[config.mk]
export PLATFORM = sky130hd
export DESIGN_NAME = cubic_bspline_fwd_diff_points
export DESIGN_NICKNAME = d
export VERILOG_FILES = /design/src/hdl/cbfd_pkg.sv /design/src/hdl/cbfd_lane.sv /design/src/hdl/cbfd_seq.sv /design/src/hdl/cubic_bspline_fwd_diff_points.sv
export SDC_FILE = /design/constraint.sdc
export NUM_CORES = 2
export LEC_CHECK = 0
export BUFFER_PORTS_ARGS = -buffer_cell sky130_fd_sc_hd__buf_2
export CORE_MARGIN = 4
export CORE_UTILIZATION = 30
export CTS_CLUSTER_DIAMETER = 60
export DETAILED_ROUTE_END_ITERATION = 8
export PLACE_DENSITY_LB_ADDON = 0.2
export REMOVE_ABC_BUFFERS = 1
export SYNTH_ARGS = -nofsm -noshare
export SYNTH_HDL_FRONTEND = slang
export SYNTH_SLANG_ARGS = --single-unit
[constraint.sdc]
create_clock -name clk -period 13.5 [get_ports clk]
set_input_delay 0.675 -clock clk [delete_from_list [all_inputs] [get_ports clk]]
set_output_delay 0.675 -clock clk [all_outputs]
set_load 0.005 [all_outputs]
[src/hdl/cbfd_pkg.sv]
// ----------------------------------------------------------------------------
// cbfd_pkg
// Types, constants and the control store of the cubic B-spline point
// generator.
// ----------------------------------------------------------------------------
package cbfd_pkg;

    localparam int COORD_W        = 32;
    localparam int DIFF_W         = 64;
    localparam int XFRAC          = DIFF_W - COORD_W;
    localparam int TEMP_W         = 36;
    localparam int ACC_W          = 72;
    localparam int DIV_CHUNK      = 8;
    localparam int DIV_STEPS      = ACC_W / DIV_CHUNK;
    localparam int DIV_CNT_W      = 4;
    localparam int MAX_STEPS_LOG2 = 6;
    localparam int STEPS_W        = 3;
    localparam int RUN_W          = MAX_STEPS_LOG2 + 1;
    localparam int WINDOW_N       = 4;
    localparam int SEEN_W         = 3;
    localparam int PC_W           = 6;
    localparam int SHAMT_W        = 6;

    localparam logic [STEPS_W-1:0] STEPS_RESET = 3'd4;

    // ceil(m / 3) = floor((m + 2 + 3 * 2^70) / 3) - 2^70
    localparam logic [ACC_W-1:0] DIV_BIAS = (72'd3 << 70) + 72'd2;

    // floor(v / 3) = (v * 683) >> 11 for v below 768
    localparam logic [9:0] RECIP3     = 10'd683;
    localparam int         RECIP3_SH  = 11;

    typedef struct packed {
        logic signed [COORD_W-1:0] point_x;
        logic signed [COORD_W-1:0] point_y;
        logic                      new_curve;
    } point_t;

    typedef struct packed {
        logic signed [COORD_W-1:0] out_x;
        logic signed [COORD_W-1:0] out_y;
        logic                      last_point;
    } curve_t;

    typedef enum logic [2:0] {
        ALU_NONE,
        ALU_LOAD,
        ALU_LOADN,
        ALU_ADD,
        ALU_SUB
    } alu_op_t;

    typedef enum logic [2:0] {
        SRC_G0,
        SRC_G1,
        SRC_G2,
        SRC_G3,
        SRC_TA,
        SRC_TB,
        SRC_TC
    } src_t;

    typedef enum logic [1:0] {
        TMP_NONE,
        TMP_TA,
        TMP_TB,
        TMP_TC
    } tmp_wr_t;

    typedef enum logic [1:0] {
        DIV_NONE,
        DIV_LOAD,
        DIV_STEP
    } div_op_t;

    typedef enum logic [1:0] {
        JMP_NEXT,
        JMP_ALWAYS,
        JMP_DIV_MORE,
        JMP_RUN_MORE
    } jmp_t;

    typedef struct packed {
        logic              idle;
        alu_op_t           alu_op;
        src_t              src;
        logic [5:0]        sh_c;
        logic [1:0]        sh_m;
        tmp_wr_t           tmp_wr;
        div_op_t           div_op;
        logic              diff_wr;
        logic [1:0]        diff_idx;
        logic              emit;
        jmp_t              jmp;
        logic [PC_W-1:0]   target;
    } ucw_t;

    typedef struct packed {
        logic               shift_in;
        alu_op_t            alu_op;
        src_t               src;
        logic [SHAMT_W-1:0] shamt;
        tmp_wr_t            tmp_wr;
        div_op_t            div_op;
        logic               diff_wr;
        logic [1:0]         diff_idx;
        logic               emit;
    } lane_ctl_t;

    localparam ucw_t UCW_NOP = '{
        idle:     1'b0,
        alu_op:   ALU_NONE,
        src:      SRC_G0,
        sh_c:     6'd0,
        sh_m:     2'd0,
        tmp_wr:   TMP_NONE,
        div_op:   DIV_NONE,
        diff_wr:  1'b0,
        diff_idx: 2'd0,
        emit:     1'b0,
        jmp:      JMP_NEXT,
        target:   '0
    };

    localparam logic [PC_W-1:0] UA_IDLE   = 6'd0;
    localparam logic [PC_W-1:0] UA_FIRST  = 6'd1;
    localparam logic [PC_W-1:0] UA_DIV_D0 = 6'd21;
    localparam logic [PC_W-1:0] UA_DIV_D3 = 6'd25;
    localparam logic [PC_W-1:0] UA_DIV_D2 = 6'd30;
    localparam logic [PC_W-1:0] UA_DIV_D1 = 6'd35;
    localparam logic [PC_W-1:0] UA_RUN    = 6'd37;

    function automatic ucw_t uc_alu(alu_op_t op, src_t src, logic [5:0] c, logic [1:0] m);
        ucw_t w;
        w        = UCW_NOP;
        w.alu_op = op;
        w.src    = src;
        w.sh_c   = c;
        w.sh_m   = m;
        return w;
    endfunction

    function automatic ucw_t uc_div_load();
        ucw_t w;
        w        = UCW_NOP;
        w.div_op = DIV_LOAD;
        return w;
    endfunction

    function automatic ucw_t uc_div_step(logic [PC_W-1:0] self);
        ucw_t w;
        w        = UCW_NOP;
        w.div_op = DIV_STEP;
        w.jmp    = JMP_DIV_MORE;
        w.target = self;
        return w;
    endfunction

    // control store: a, b, c into temps, then the four difference terms,
    // each divided by three and stored, then the emit loop
    function automatic ucw_t ucode(logic [PC_W-1:0] pc);
        ucw_t w;
        w = UCW_NOP;
        unique case (pc)
            6'd0:
            begin
                w.idle = 1'b1;
            end
            6'd1:  w = uc_alu(ALU_LOADN, SRC_G0, 6'd0, 2'd0);
            6'd2:  w = uc_alu(ALU_ADD,   SRC_G1, 6'd1, 2'd0);
            6'd3:  w = uc_alu(ALU_ADD,   SRC_G1, 6'd0, 2'd0);
            6'd4:  w = uc_alu(ALU_SUB,   SRC_G2, 6'd1, 2'd0);
            6'd5:  w = uc_alu(ALU_SUB,   SRC_G2, 6'd0, 2'd0);
            6'd6:
            begin
                w        = uc_alu(ALU_ADD, SRC_G3, 6'd0, 2'd0);
                w.tmp_wr = TMP_TA;
            end
            6'd7:  w = uc_alu(ALU_LOAD,  SRC_G0, 6'd1, 2'd0);
            6'd8:  w = uc_alu(ALU_ADD,   SRC_G0, 6'd0, 2'd0);
            6'd9:  w = uc_alu(ALU_SUB,   SRC_G1, 6'd2, 2'd0);
            6'd10: w = uc_alu(ALU_SUB,   SRC_G1, 6'd1, 2'd0);
            6'd11: w = uc_alu(ALU_ADD,   SRC_G2, 6'd1, 2'd0);
            6'd12:
            begin
                w        = uc_alu(ALU_ADD, SRC_G2, 6'd0, 2'd0);
                w.tmp_wr = TMP_TB;
            end
            6'd13: w = uc_alu(ALU_LOADN, SRC_G0, 6'd1, 2'd0);
            6'd14: w = uc_alu(ALU_SUB,   SRC_G0, 6'd0, 2'd0);
            6'd15: w = uc_alu(ALU_ADD,   SRC_G2, 6'd1, 2'd0);
            6'd16:
            begin
                w        = uc_alu(ALU_ADD, SRC_G2, 6'd0, 2'd0);
                w.tmp_wr = TMP_TC;
            end
            6'd17: w = uc_alu(ALU_LOAD,  SRC_G0, 6'd31, 2'd0);
            6'd18: w = uc_alu(ALU_ADD,   SRC_G1, 6'd33, 2'd0);
            6'd19: w = uc_alu(ALU_ADD,   SRC_G2, 6'd31, 2'd0);
            6'd20: w = uc_div_load();
            6'd21: w = uc_div_step(UA_DIV_D0);
            6'd22:
            begin
                w          = uc_alu(ALU_LOAD, SRC_TA, 6'd33, 2'd3);
                w.diff_wr  = 1'b1;
                w.diff_idx = 2'd0;
            end
            6'd23: w = uc_alu(ALU_ADD,   SRC_TA, 6'd32, 2'd3);
            6'd24: w = uc_div_load();
            6'd25: w = uc_div_step(UA_DIV_D3);
            6'd26:
            begin
                w          = uc_alu(ALU_LOAD, SRC_TA, 6'd33, 2'd3);
                w.diff_wr  = 1'b1;
                w.diff_idx = 2'd3;
            end
            6'd27: w = uc_alu(ALU_ADD,   SRC_TA, 6'd32, 2'd3);
            6'd28: w = uc_alu(ALU_ADD,   SRC_TB, 6'd32, 2'd2);
            6'd29: w = uc_div_load();
            6'd30: w = uc_div_step(UA_DIV_D2);
            6'd31:
            begin
                w          = uc_alu(ALU_LOAD, SRC_TA, 6'd31, 2'd3);
                w.diff_wr  = 1'b1;
                w.diff_idx = 2'd2;
            end
            6'd32: w = uc_alu(ALU_ADD,   SRC_TB, 6'd31, 2'd2);
            6'd33: w = uc_alu(ALU_ADD,   SRC_TC, 6'd31, 2'd1);
            6'd34: w = uc_div_load();
            6'd35: w = uc_div_step(UA_DIV_D1);
            6'd36:
            begin
                w.diff_wr  = 1'b1;
                w.diff_idx = 2'd1;
            end
            6'd37:
            begin
                w.emit   = 1'b1;
                w.jmp    = JMP_RUN_MORE;
                w.target = UA_RUN;
            end
            6'd38:
            begin
                w.jmp    = JMP_ALWAYS;
                w.target = UA_IDLE;
            end
            default:
            begin
                w.jmp    = JMP_ALWAYS;
                w.target = UA_IDLE;
            end
        endcase
        return w;
    endfunction

endpackage

[src/hdl/cbfd_lane.sv]
// ----------------------------------------------------------------------------
// cbfd_lane
// One coordinate datapath: control point window, accumulator with shifted
// operand, byte-serial ceiling divide by three, and the forward difference
// registers that produce the curve coordinate.
// ----------------------------------------------------------------------------
module cbfd_lane (
    input  logic                                 clk,
    input  logic signed [cbfd_pkg::COORD_W-1:0]  coord,
    input  cbfd_pkg::lane_ctl_t                  ctl,
    output logic signed [cbfd_pkg::COORD_W-1:0]  result
);

    logic signed [cbfd_pkg::COORD_W-1:0] win_reg  [cbfd_pkg::WINDOW_N];
    logic signed [cbfd_pkg::COORD_W-1:0] win_next [cbfd_pkg::WINDOW_N];
    logic [cbfd_pkg::TEMP_W-1:0]         ta_reg, ta_next;
    logic [cbfd_pkg::TEMP_W-1:0]         tb_reg, tb_next;
    logic [cbfd_pkg::TEMP_W-1:0]         tc_reg, tc_next;
    logic [cbfd_pkg::ACC_W-1:0]          acc_reg, acc_next;
    logic [cbfd_pkg::ACC_W-1:0]          u_reg, u_next;
    logic [1:0]                          rem_reg, rem_next;
    logic [cbfd_pkg::DIFF_W-1:0]         quo_reg, quo_next;
    logic [cbfd_pkg::DIFF_W-1:0]         diff_reg  [4];
    logic [cbfd_pkg::DIFF_W-1:0]         diff_next [4];
    logic signed [cbfd_pkg::COORD_W-1:0] res_reg, res_next;

    logic [cbfd_pkg::TEMP_W-1:0] opnd;
    logic [cbfd_pkg::ACC_W-1:0]  opnd_ext;
    logic [cbfd_pkg::ACC_W-1:0]  opnd_sh;
    logic [9:0]                  div_v;
    logic [19:0]                 div_prod;
    logic [7:0]                  div_q;
    logic [9:0]                  div_q3;
    logic [9:0]                  div_r;
    logic [cbfd_pkg::DIFF_W-1:0] pos_next;

    always_comb
    begin
        unique case (ctl.src)
            cbfd_pkg::SRC_G0: opnd = cbfd_pkg::TEMP_W'(win_reg[0]);
            cbfd_pkg::SRC_G1: opnd = cbfd_pkg::TEMP_W'(win_reg[1]);
            cbfd_pkg::SRC_G2: opnd = cbfd_pkg::TEMP_W'(win_reg[2]);
            cbfd_pkg::SRC_G3: opnd = cbfd_pkg::TEMP_W'(win_reg[3]);
            cbfd_pkg::SRC_TA: opnd = ta_reg;
            cbfd_pkg::SRC_TB: opnd = tb_reg;
            cbfd_pkg::SRC_TC: opnd = tc_reg;
            default:          opnd = '0;
        endcase
        opnd_ext = {{(cbfd_pkg::ACC_W - cbfd_pkg::TEMP_W){opnd[cbfd_pkg::TEMP_W-1]}}, opnd};
        opnd_sh  = opnd_ext << ctl.shamt;

        unique case (ctl.alu_op)
            cbfd_pkg::ALU_NONE:  acc_next = acc_reg;
            cbfd_pkg::ALU_LOAD:  acc_next = opnd_sh;
            cbfd_pkg::ALU_LOADN: acc_next = -opnd_sh;
            cbfd_pkg::ALU_ADD:   acc_next = acc_reg + opnd_sh;
            cbfd_pkg::ALU_SUB:   acc_next = acc_reg - opnd_sh;
            default:             acc_next = acc_reg;
        endcase

        ta_next = ta_reg;
        tb_next = tb_reg;
        tc_next = tc_reg;
        unique case (ctl.tmp_wr)
            cbfd_pkg::TMP_NONE: ;
            cbfd_pkg::TMP_TA:   ta_next = acc_next[cbfd_pkg::TEMP_W-1:0];
            cbfd_pkg::TMP_TB:   tb_next = acc_next[cbfd_pkg::TEMP_W-1:0];
            cbfd_pkg::TMP_TC:   tc_next = acc_next[cbfd_pkg::TEMP_W-1:0];
            default:            ;
        endcase

        win_next = win_reg;
        if (ctl.shift_in)
        begin
            win_next[0] = win_reg[1];
            win_next[1] = win_reg[2];
            win_next[2] = win_reg[3];
            win_next[3] = coord;
        end

        div_v    = {rem_reg, u_reg[cbfd_pkg::ACC_W-1 -: cbfd_pkg::DIV_CHUNK]};
        div_prod = 20'(div_v) * 20'(cbfd_pkg::RECIP3);
        div_q    = div_prod[cbfd_pkg::RECIP3_SH +: 8];
        div_q3   = {1'b0, div_q, 1'b0} + {2'b00, div_q};
        div_r    = div_v - div_q3;

        u_next   = u_reg;
        rem_next = rem_reg;
        quo_next = quo_reg;
        unique case (ctl.div_op)
            cbfd_pkg::DIV_NONE: ;
            cbfd_pkg::DIV_LOAD:
            begin
                u_next   = acc_reg + cbfd_pkg::DIV_BIAS;
                rem_next = 2'd0;
            end
            cbfd_pkg::DIV_STEP:
            begin
                u_next   = u_reg << cbfd_pkg::DIV_CHUNK;
                rem_next = div_r[1:0];
                quo_next = {quo_reg[cbfd_pkg::DIFF_W-cbfd_pkg::DIV_CHUNK-1:0], div_q};
            end
            default: ;
        endcase

        diff_next = diff_reg;
        pos_next  = diff_reg[0] + diff_reg[1];
        res_next  = res_reg;
        if (ctl.diff_wr)
        begin
            diff_next[ctl.diff_idx] = quo_reg;
        end
        else if (ctl.emit)
        begin
            diff_next[0] = pos_next;
            diff_next[1] = diff_reg[1] + diff_reg[2];
            diff_next[2] = diff_reg[2] + diff_reg[3];
            res_next     = pos_next[cbfd_pkg::DIFF_W-1 -: cbfd_pkg::COORD_W];
        end
    end

    always_ff @(posedge clk)
    begin
        win_reg  <= win_next;
        ta_reg   <= ta_next;
        tb_reg   <= tb_next;
        tc_reg   <= tc_next;
        acc_reg  <= acc_next;
        u_reg    <= u_next;
        rem_reg  <= rem_next;
        quo_reg  <= quo_next;
        diff_reg <= diff_next;
        res_reg  <= res_next;
    end

    assign result = res_reg;

endmodule

[src/hdl/cbfd_seq.sv]
// ----------------------------------------------------------------------------
// cbfd_seq
// Microcode sequencer: step counter, control store decode, conditional
// jumps, window fill count, step register and output handshake.
// ----------------------------------------------------------------------------
module cbfd_seq (
    input  logic                            clk,
    input  logic                            rst_n,
    input  logic                            point_valid,
    input  logic                            new_curve,
    input  logic                            cfg_wen,
    input  logic [cbfd_pkg::STEPS_W-1:0]    cfg_wdata,
    input  logic                            curve_stall,
    output logic                            point_stall,
    output logic                            curve_valid,
    output logic                            last_point,
    output cbfd_pkg::lane_ctl_t             ctl
);

    logic [cbfd_pkg::PC_W-1:0]      pc_reg, pc_next;
    logic [cbfd_pkg::SEEN_W-1:0]    seen_reg, seen_next;
    logic [cbfd_pkg::STEPS_W-1:0]   steps_reg, steps_next;
    logic [cbfd_pkg::DIV_CNT_W-1:0] div_cnt_reg, div_cnt_next;
    logic [cbfd_pkg::RUN_W-1:0]     run_cnt_reg, run_cnt_next;
    logic                           out_valid_reg, out_valid_next;
    logic                           last_reg, last_next;

    cbfd_pkg::ucw_t                 w;
    logic                           in_xfer;
    logic                           out_xfer;
    logic                           can_emit;
    logic                           emit_go;
    logic                           start;
    logic [cbfd_pkg::SEEN_W-1:0]    seen_base;
    logic [cbfd_pkg::STEPS_W-1:0]   s_eff;
    logic [cbfd_pkg::RUN_W-1:0]     run_n;
    logic [cbfd_pkg::RUN_W-1:0]     run_inc;
    logic                           run_last;
    logic [cbfd_pkg::PC_W:0]        shamt_full;
    logic [cbfd_pkg::PC_W-1:0]      pc_inc;

    always_comb
    begin
        w        = cbfd_pkg::ucode(pc_reg);
        in_xfer  = point_valid && w.idle;
        out_xfer = out_valid_reg && !curve_stall;
        can_emit = !out_valid_reg || !curve_stall;
        emit_go  = w.emit && can_emit;

        seen_base = new_curve ? '0 : seen_reg;
        seen_next = seen_reg;
        if (in_xfer)
        begin
            seen_next = (seen_base < cbfd_pkg::SEEN_W'(cbfd_pkg::WINDOW_N))
                        ? cbfd_pkg::SEEN_W'(seen_base + 1'b1) : seen_base;
        end
        start = in_xfer && (seen_next == cbfd_pkg::SEEN_W'(cbfd_pkg::WINDOW_N));

        steps_next = cfg_wen ? cfg_wdata : steps_reg;
        s_eff      = (steps_reg > cbfd_pkg::STEPS_W'(cbfd_pkg::MAX_STEPS_LOG2))
                     ? cbfd_pkg::STEPS_W'(cbfd_pkg::MAX_STEPS_LOG2) : steps_reg;
        run_n      = cbfd_pkg::RUN_W'(1) << s_eff;
        run_inc    = cbfd_pkg::RUN_W'(run_cnt_reg + 1'b1);
        run_last   = (run_inc == run_n);

        shamt_full = {1'b0, w.sh_c}
                     - (cbfd_pkg::PC_W'(w.sh_m) * cbfd_pkg::PC_W'(s_eff));

        run_cnt_next = run_cnt_reg;
        if (start)
        begin
            run_cnt_next = '0;
        end
        else if (emit_go)
        begin
            run_cnt_next = run_inc;
        end

        div_cnt_next = div_cnt_reg;
        unique case (w.div_op)
            cbfd_pkg::DIV_NONE: ;
            cbfd_pkg::DIV_LOAD: div_cnt_next = cbfd_pkg::DIV_CNT_W'(cbfd_pkg::DIV_STEPS);
            cbfd_pkg::DIV_STEP: div_cnt_next = div_cnt_reg - 1'b1;
            default: ;
        endcase

        pc_inc  = pc_reg + 1'b1;
        pc_next = pc_reg;
        if (w.idle)
        begin
            pc_next = start ? cbfd_pkg::UA_FIRST : pc_reg;
        end
        else if (!(w.emit && !can_emit))
        begin
            unique case (w.jmp)
                cbfd_pkg::JMP_NEXT:     pc_next = pc_inc;
                cbfd_pkg::JMP_ALWAYS:   pc_next = w.target;
                cbfd_pkg::JMP_DIV_MORE:
                    pc_next = (div_cnt_reg != cbfd_pkg::DIV_CNT_W'(1)) ? w.target : pc_inc;
                cbfd_pkg::JMP_RUN_MORE: pc_next = run_last ? pc_inc : w.target;
                default:                pc_next = cbfd_pkg::UA_IDLE;
            endcase
        end

        out_valid_next = out_valid_reg;
        last_next      = last_reg;
        if (emit_go)
        begin
            out_valid_next = 1'b1;
            last_next      = run_last;
        end
        else if (out_xfer)
        begin
            out_valid_next = 1'b0;
        end

        ctl.shift_in = in_xfer;
        ctl.alu_op   = w.alu_op;
        ctl.src      = w.src;
        ctl.shamt    = shamt_full[cbfd_pkg::SHAMT_W-1:0];
        ctl.tmp_wr   = w.tmp_wr;
        ctl.div_op   = w.div_op;
        ctl.diff_wr  = w.diff_wr;
        ctl.diff_idx = w.diff_idx;
        ctl.emit     = emit_go;
    end

    always_ff @(posedge clk or negedge rst_n)
    begin
        if (!rst_n)
        begin
            pc_reg        <= cbfd_pkg::UA_IDLE;
            seen_reg      <= '0;
            steps_reg     <= cbfd_pkg::STEPS_RESET;
            div_cnt_reg   <= '0;
            run_cnt_reg   <= '0;
            out_valid_reg <= 1'b0;
            last_reg      <= 1'b0;
        end
        else
        begin
            pc_reg        <= pc_next;
            seen_reg      <= seen_next;
            steps_reg     <= steps_next;
            div_cnt_reg   <= div_cnt_next;
            run_cnt_reg   <= run_cnt_next;
            out_valid_reg <= out_valid_next;
            last_reg      <= last_next;
        end
    end

    assign point_stall = !w.idle;
    assign curve_valid = out_valid_reg;
    assign last_point  = last_reg;

endmodule

[src/hdl/cubic_bspline_fwd_diff_points.sv]
// ----------------------------------------------------------------------------
// cubic_bspline_fwd_diff_points
// Uniform cubic B-spline point generator with forward differences. Control
// points (signed Q16.16) enter one per transfer and the last four form the
// window; new_curve restarts the count. From the fourth point of a curve on,
// each point yields one segment of 2^steps_log2 curve points (steps_log2
// above 6 acts as 6), t = delta to t = 1, the last one flagged. A point that
// does not complete a window is taken without a stall. A segment point stalls
// the input until its segment is out: the microcode forms the basis terms,
// runs four byte-serial divide-by-three passes with load and store steps
// and emits the points one by one, and a stall on the result side holds
// the emit loop. The last result sits in an output register while the next
// point is taken. The user must write steps_log2 only while the block is
// idle; the block itself does not enforce it.
// ----------------------------------------------------------------------------
module cubic_bspline_fwd_diff_points (
    input  logic                             clk,
    input  logic                             rst_n,
    input  logic                             point_valid,
    output logic                             point_stall,
    input  cbfd_pkg::point_t                 point,
    output logic                             curve_valid,
    input  logic                             curve_stall,
    output cbfd_pkg::curve_t                 curve,
    input  logic                             cfg_wen,
    input  logic [cbfd_pkg::STEPS_W-1:0]     cfg_wdata
);

    cbfd_pkg::lane_ctl_t                 ctl;
    logic                                last_point;
    logic signed [cbfd_pkg::COORD_W-1:0] x_res;
    logic signed [cbfd_pkg::COORD_W-1:0] y_res;

    cbfd_seq u_seq (
        .clk         (clk),
        .rst_n       (rst_n),
        .point_valid (point_valid),
        .new_curve   (point.new_curve),
        .cfg_wen     (cfg_wen),
        .cfg_wdata   (cfg_wdata),
        .curve_stall (curve_stall),
        .point_stall (point_stall),
        .curve_valid (curve_valid),
        .last_point  (last_point),
        .ctl         (ctl)
    );

    cbfd_lane u_lane_x (
        .clk    (clk),
        .coord  (point.point_x),
        .ctl    (ctl),
        .result (x_res)
    );

    cbfd_lane u_lane_y (
        .clk    (clk),
        .coord  (point.point_y),
        .ctl    (ctl),
        .result (y_res)
    );

    assign curve.out_x      = x_res;
    assign curve.out_y      = y_res;
    assign curve.last_point = last_point;

endmodule

After elaboration in Yosys (flattened, before gate mapping)
Cells that the tools add are included.

word-level totals
  register bits = 1493
  input bits = 73
  output and inout port bits = 67
  word-level logic and storage cells = 199

cells by class
  add/subtract/negate cells = 23
  multiply operators = 3
  order comparisons = 4
  equal/unequal tests = 60
  shifts and indexed selects = 3
  multiplexer cells = 36
  bitwise logic cells = 2
  reductions and logical operators = 27

operators with widths
  operator                                                               count
  192-bit two-way mux                                                    4
  72-bit case mux with 4 select lines                                    2
  256-bit bitwise mux                                                    2
  36-bit case mux with 7 select lines                                    2
  18-bit case mux with 26 select lines                                   1
  64-bit adder                                                           6
  72-bit case mux with 2 select lines                                    2
  72-bit adder                                                           2
  72-bit adder, second input constant                                    2
  72-bit negation                                                        2
  72-bit by 6-bit << shifter with 72-bit output                          2
  72-bit subtractor                                                      2
  64-bit demux with 2-bit select                                         1
  6-bit by 5-bit equality test with 1-bit output, second input constant  16
  64-bit two-way mux                                                     1
  6-bit by 4-bit equality test with 1-bit output, second input constant  8
  8-bit case mux with 6 select lines                                     1
  10-bit by 10-bit multiplier with 19-bit output, second input constant  2
  6-bit equality test, second input constant                             6
  33-bit OR reduction                                                    1
  6-bit two-way mux                                                      5
  6-bit by 3-bit equality test with 1-bit output, second input constant  4
  6-bit case mux with 4 select lines                                     1
  3-bit equality test, second input constant                             5
  other kinds (42)                                                       78

Depth between registers and ports, before layout
  depth in word-level cells = 9
  gate-level depth with buffers = 51

By module
A second synthesis with hierarchy kept.

second synthesis, totals
  cells, all modules = 10878
  area, all modules = 105954.1 µm²

by module, submodules not included
  module                         instances  cells each  area an instance (µm²)  sequential area each (µm²)
  cbfd_lane at u_lane_y          1          5373        52434.0                 21680.8
  cbfd_lane at u_lane_x          1          5140        50686.1                 21680.8
  cbfd_seq                       1          364         2826.5                  626.9
  cubic_bspline_fwd_diff_points  1          1           7.5                     0.0

Worst setup path after synthesis
Ideal clock, no wire load.

  kind = reg-to-reg
  from = register u_seq.pc_reg[0] (netlist name)
  to = register u_lane_y.acc_reg[71] (netlist name) (data pin)
  setup time = 0.163 ns
  data arrival time = 10.806 ns
  path slack = 2.531 ns
  stages on the path, launching flop included = 49
  path buffers = 12
  cell sequence = dfrtp_1 -> inv_1 -> ha_1 -> buf_2 -> mux2i_1 -> a211oi_2 -> buf_2 -> buf_2 -> buf_2 -> buf_1 -> clkbuf_1 -> nor3_1 -> ha_1 -> fa_1 -> xnor2_1 -> clkbuf_1 -> buf_2 -> buf_1 -> (+13 left out) -> xor2_1 -> ha_1 -> inv_1 -> o21bai_1 -> a21o_1 -> a21o_1 -> a21oi_1 -> o21ai_0 -> a21oi_1 -> o31ai_1 -> a41o_1 -> o41a_1 -> a211o_1 -> a221o_1 -> a21oi_1 -> xnor2_1 -> mux2_2 -> o221ai_1

on the way
  word-level cells in the longest chain between the ends = 8
  elaborated cells on any way between the ends = 60
  those cells by class = 4 x add/sub; 1 x mul; 45 x eq/ne; 1 x shift; 3 x mux; 6 x reduce/logical

ends and longest elaborated chain
  element                                                                                             line                             source
  start, declared                                                                                     cbfd_seq.sv:20                   logic [cbfd_pkg::PC_W-1:0] pc_reg, pc_next;
  start signal, assigned                                                                              cbfd_seq.sv:132                  pc_reg <= cbfd_pkg::UA_IDLE;
  start signal, assigned                                                                              cbfd_seq.sv:142                  pc_reg <= pc_next;
  6-bit by 5-bit equality test with 1-bit output, or another cell as far along                        cbfd_pkg.sv:164                  unique case (pc)
  4-bit OR reduction (no line) or 2-bit OR reduction (tied branches)                                  --
  18-bit case mux with 26 select lines (*)                                                            cbfd_pkg.sv:164
  2-bit by 3-bit multiplier with 5-bit output, or another cell as far along                           cbfd_seq.sv:67                   - (cbfd_pkg::PC_W'(w.sh_m) * cbfd_pkg::PC_W'(s_eff));
  6-bit by 5-bit subtractor with 6-bit output or 36-bit case mux with 7 select lines (tied branches)  cbfd_seq.sv:67, cbfd_lane.sv:39
  72-bit by 6-bit << shifter with 72-bit output                                                       cbfd_lane.sv:50                  opnd_sh = opnd_ext << ctl.shamt;
  72-bit subtractor, or another cell as far along                                                     cbfd_lane.sv:57                  cbfd_pkg::ALU_SUB: acc_next = acc_reg - opnd_sh;
  72-bit case mux with 4 select lines (*)                                                             cbfd_lane.sv:52                  unique case (ctl.alu_op)
  via u_lane_y.acc_next (one bit)                                                                     cbfd_lane.sv:19                  logic [cbfd_pkg::ACC_W-1:0] acc_reg, acc_next;
  end signal, assigned                                                                                cbfd_lane.sv:128                 acc_reg <= acc_next;
  end, declared                                                                                       cbfd_lane.sv:19

The timed path passes the listed nets; every way through them passes the cells marked *.
A chain may end at the register's enable or synchronous reset.

Worst setup path in the final report
  from = register u_seq.pc_reg[0] (netlist name)
  to = register u_lane_x.acc_reg[68] (netlist name) (data pin)

on the way
  word-level cells in the longest chain between the ends = 8
  elaborated cells on any way between the ends = 60
  those cells by class = 4 x add/sub; 1 x mul; 45 x eq/ne; 1 x shift; 3 x mux; 6 x reduce/logical

ends and longest elaborated chain
  element                                                                                             line
  6-bit by 5-bit equality test with 1-bit output, or another cell as far along                        cbfd_pkg.sv:164
  4-bit OR reduction (no line) or 2-bit OR reduction (tied branches)                                  --
  18-bit case mux with 26 select lines (*)                                                            cbfd_pkg.sv:164
  2-bit by 3-bit multiplier with 5-bit output, or another cell as far along                           cbfd_seq.sv:67
  6-bit by 5-bit subtractor with 6-bit output or 36-bit case mux with 7 select lines (tied branches)  cbfd_seq.sv:67, cbfd_lane.sv:39
  72-bit by 6-bit << shifter with 72-bit output                                                       cbfd_lane.sv:50
  72-bit subtractor, or another cell as far along                                                     cbfd_lane.sv:57
  72-bit case mux with 4 select lines (*)                                                             cbfd_lane.sv:52
  via u_lane_x.acc_next (one bit)                                                                     cbfd_lane.sv:19
  end signal, assigned                                                                                cbfd_lane.sv:128
  end, declared                                                                                       cbfd_lane.sv:19

Marks and branches as above.

==> results.yml <==
status:
  outcome: "finished, violations left"
  violations: "capacitance limit"
pwr:
  power_leakage_nw: 44.1
  ir_drop_v: 0.000117
  p_per_area_mw_per_mm2: 184
  p_total_w: 0.0218
yosys:
  async_flop_share_pct: 1.67
  synth_enable_flop_cells: 1396
  synth_area_leaders: "edfxtp_1, ha_1, nand2_1, o21ai_0, xnor2_1"
  synth_top_area_share_pct: 40.2
  synth_flop_cell: "edfxtp_1"
  ys_ff_latch: 1493
  syn_area_per_cell_um2: 9.82
  yosys_warnings: 0
  synth_cells: 10600
  seq_area_frac_synth_pct: 42.2
  synth_most_common_cell: "edfxtp_1"
  synthTopCellsByCount: "edfxtp_1, nand2_1, o21ai_0, a21oi_1, ha_1"
  synthDistinctLibCells: 127
  yosysTopAreaCell: "edfxtp_1"
  synth_area_mm2: 0.104
sta:
  relSlewSlack_pct: 1.28
  period_share_pct: 94.3
  drv_slew: 0
  fmax_mhz: 78.6
  hold_viol: 0
  post-route-worst-setup-slack_ns: 0.776
  min_period_ns: 12.72
  tightest_slew_ns: 1.48
  finClkSkew_ns: 0.0616
  setup_viol: 0
  rsz0062_at_grt: "no"
  hold_ws_ns: 0.0881
run:
  cap_violations: 1
layout:
  fin_area_mm2: 0.119
  nNetsFinal: 11600
  fin_util_pct: 34.3
  drive_above_1_share_pct: 9.40
  area_growth_pct: 14.0
floorplanning:
  start_util_pct: 30.1
  die_area_mm2: 0.357
  rows: 216
  core_mm2: 0.346
  die-height_um: 597
  ioPinCount: 140
  dieWidth_um: 597
critical_path:
  cp_top_family: "compound AO/OA/AOI/OAI gates"
  path_buf_inv: 3
  critPathCaptureType: "flop"
  slowest_stage: "nor2_1"
  path_class: "flop to flop"
  crit_fanout: 18
  required_ns: 14.12
  max_stage_delay_ns: 1.13
  start_kind: "flop"
  arrival_ns: 13.35
  cpMostUsedCell: "ha_1"
cts:
  cts_setup_buffers: 0
  htree_levels: 4
  cts-buffers-inserted: 215
  cts_buffer_depth: 4
  clk_pin_slew_worst_paths_ns: 0.06
  cts_repair_resize_count: 0
  cts_tree: "yes"
  clkLatencyLatePin_ns: 0.93
  cts_root_buffer: "clkbuf_16"
  clock_sinks: 1493
global_route:
  grt_pass1_wl_um: 616000
  grt.overflow.total: 0
  grt_max_degree: 181
  grt_usage_pct: 23.0
  grt_antenna_before_repair: 13
  grt_pass1_vias: 87900
route:
  dr.pass1.iters: 7
  drtIter0Drc: 8358
  drt_drc_violations_left: 0
  vias: 89500
  ant_nets: 0
  avgViaCountPerCell: 5.74
  wl_per_cell_um: 27.4
  drt-total-wl_um: 427000
placed_design:
  numPortBuffers: 139
  hpwl_um: 317000
  place.gp.congestion: 0.985
  post-place-ws_ns: 1.13
  place_area_mm2: 0.111
hold_path:
  hp-class: "input pin to flop"
## worst paths after layout
kind | startpoint | endpoint | slack (ns) | depth (start not counted)
worst max-delay path | u_seq.pc_reg[0] | u_lane_x.acc_reg[68] | 0.78 | 37
min in group asynchronous | rst_n | u_seq.div_cnt_reg[2] | 0.33 | 2
worst min register to register | u_lane_y.win_reg[42] | u_lane_y.win_reg[74] | 0.44 | 0
worst max register to register | u_seq.pc_reg[0] | u_lane_x.acc_reg[68] | 0.78 | 37
max in group asynchronous | rst_n | u_seq.run_cnt_reg[2] | 12.74 | 2
worst min-delay path | cfg_wen | u_seq.steps_reg[2] | 0.09 | 2
## logic make-up (layout without fill, tap and decap cells)
logic type,count (synthesis),in the layout,share of synthesized area [%]
AOI/OAI and AO/OA,3403,3403,21.9
xor gates and xnor gates,894,894,7.52
adders and majority gates,709,709,8.89
buffers and inverters,818,1203,3.42
DFF,1493,1493,42.2
muxes,128,128,1.47
other,0,7,0
and+or+nand+nor,3165,3165,14.6
## layout by cell type (no fill, tap or decap), drive strengths merged, types with 116 or more instances in the layout
cell type,synthesis,routed
nand4,170,170
and3,143,143
edfxtp,1396,1396
a21oi,663,663
o21ai,868,868
nor2,659,659
nor3,194,194
a31oi,116,116
inv,291,321
buf,170,449
nand2,1146,1146
ha,657,657
a21o,348,348
xnor2,478,478
xor2,416,416
clkbuf,357,258
nand3,286,286
## cell type report
| class | instances | area [um2] |
|---|---|---|
| fill | 35000 | 227000 |
| multi-input combinational | 8299 | 57000 |
| antenna | 7 | 17.5 |
| clock inverter | 138 | 1450 |
| inverter | 291 | 1110 |
| timing repair buffer | 516 | 3830 |
| sequential | 1493 | 44000 |
| tap | 4578 | 5730 |
| clock buffer | 258 | 5630 |
## where the power goes
group          leakage, nW  switching (W)  internal, W  total [W]
logic                 27.0        0.00585      0.00363    0.00947
clock network         3.43        0.00231      0.00336    0.00567
registers             13.6       0.000497      0.00616    0.00666
total                 44.1        0.00865       0.0132     0.0218
## per-layer routing
metal  wire (um)  up-vias  track usage (%)
met5           0        -                0
met2      195000     3456             37.3
met1      186000    44300             30.7
met4       18700        0             8.86
met3       27900      739             3.57
li1            -    40900                -
## per-stage QoR
stage | instances | setup TNS [ns]
after global routing | 15600 | 0
after global placement | 15100 | 0
after detailed placement | 15100 | 0
after CTS | 15600 | 0
final | 15600 | 0
after floorplan | 10100 | -101.64
## timing repair
action / in CTS / in global routing
endpoints found under the hold margin: 90 / 0
hold buffers: 67 / 0
endpoints found under the setup margin: 0 / 0
Power figures use the tool's default switching activity.
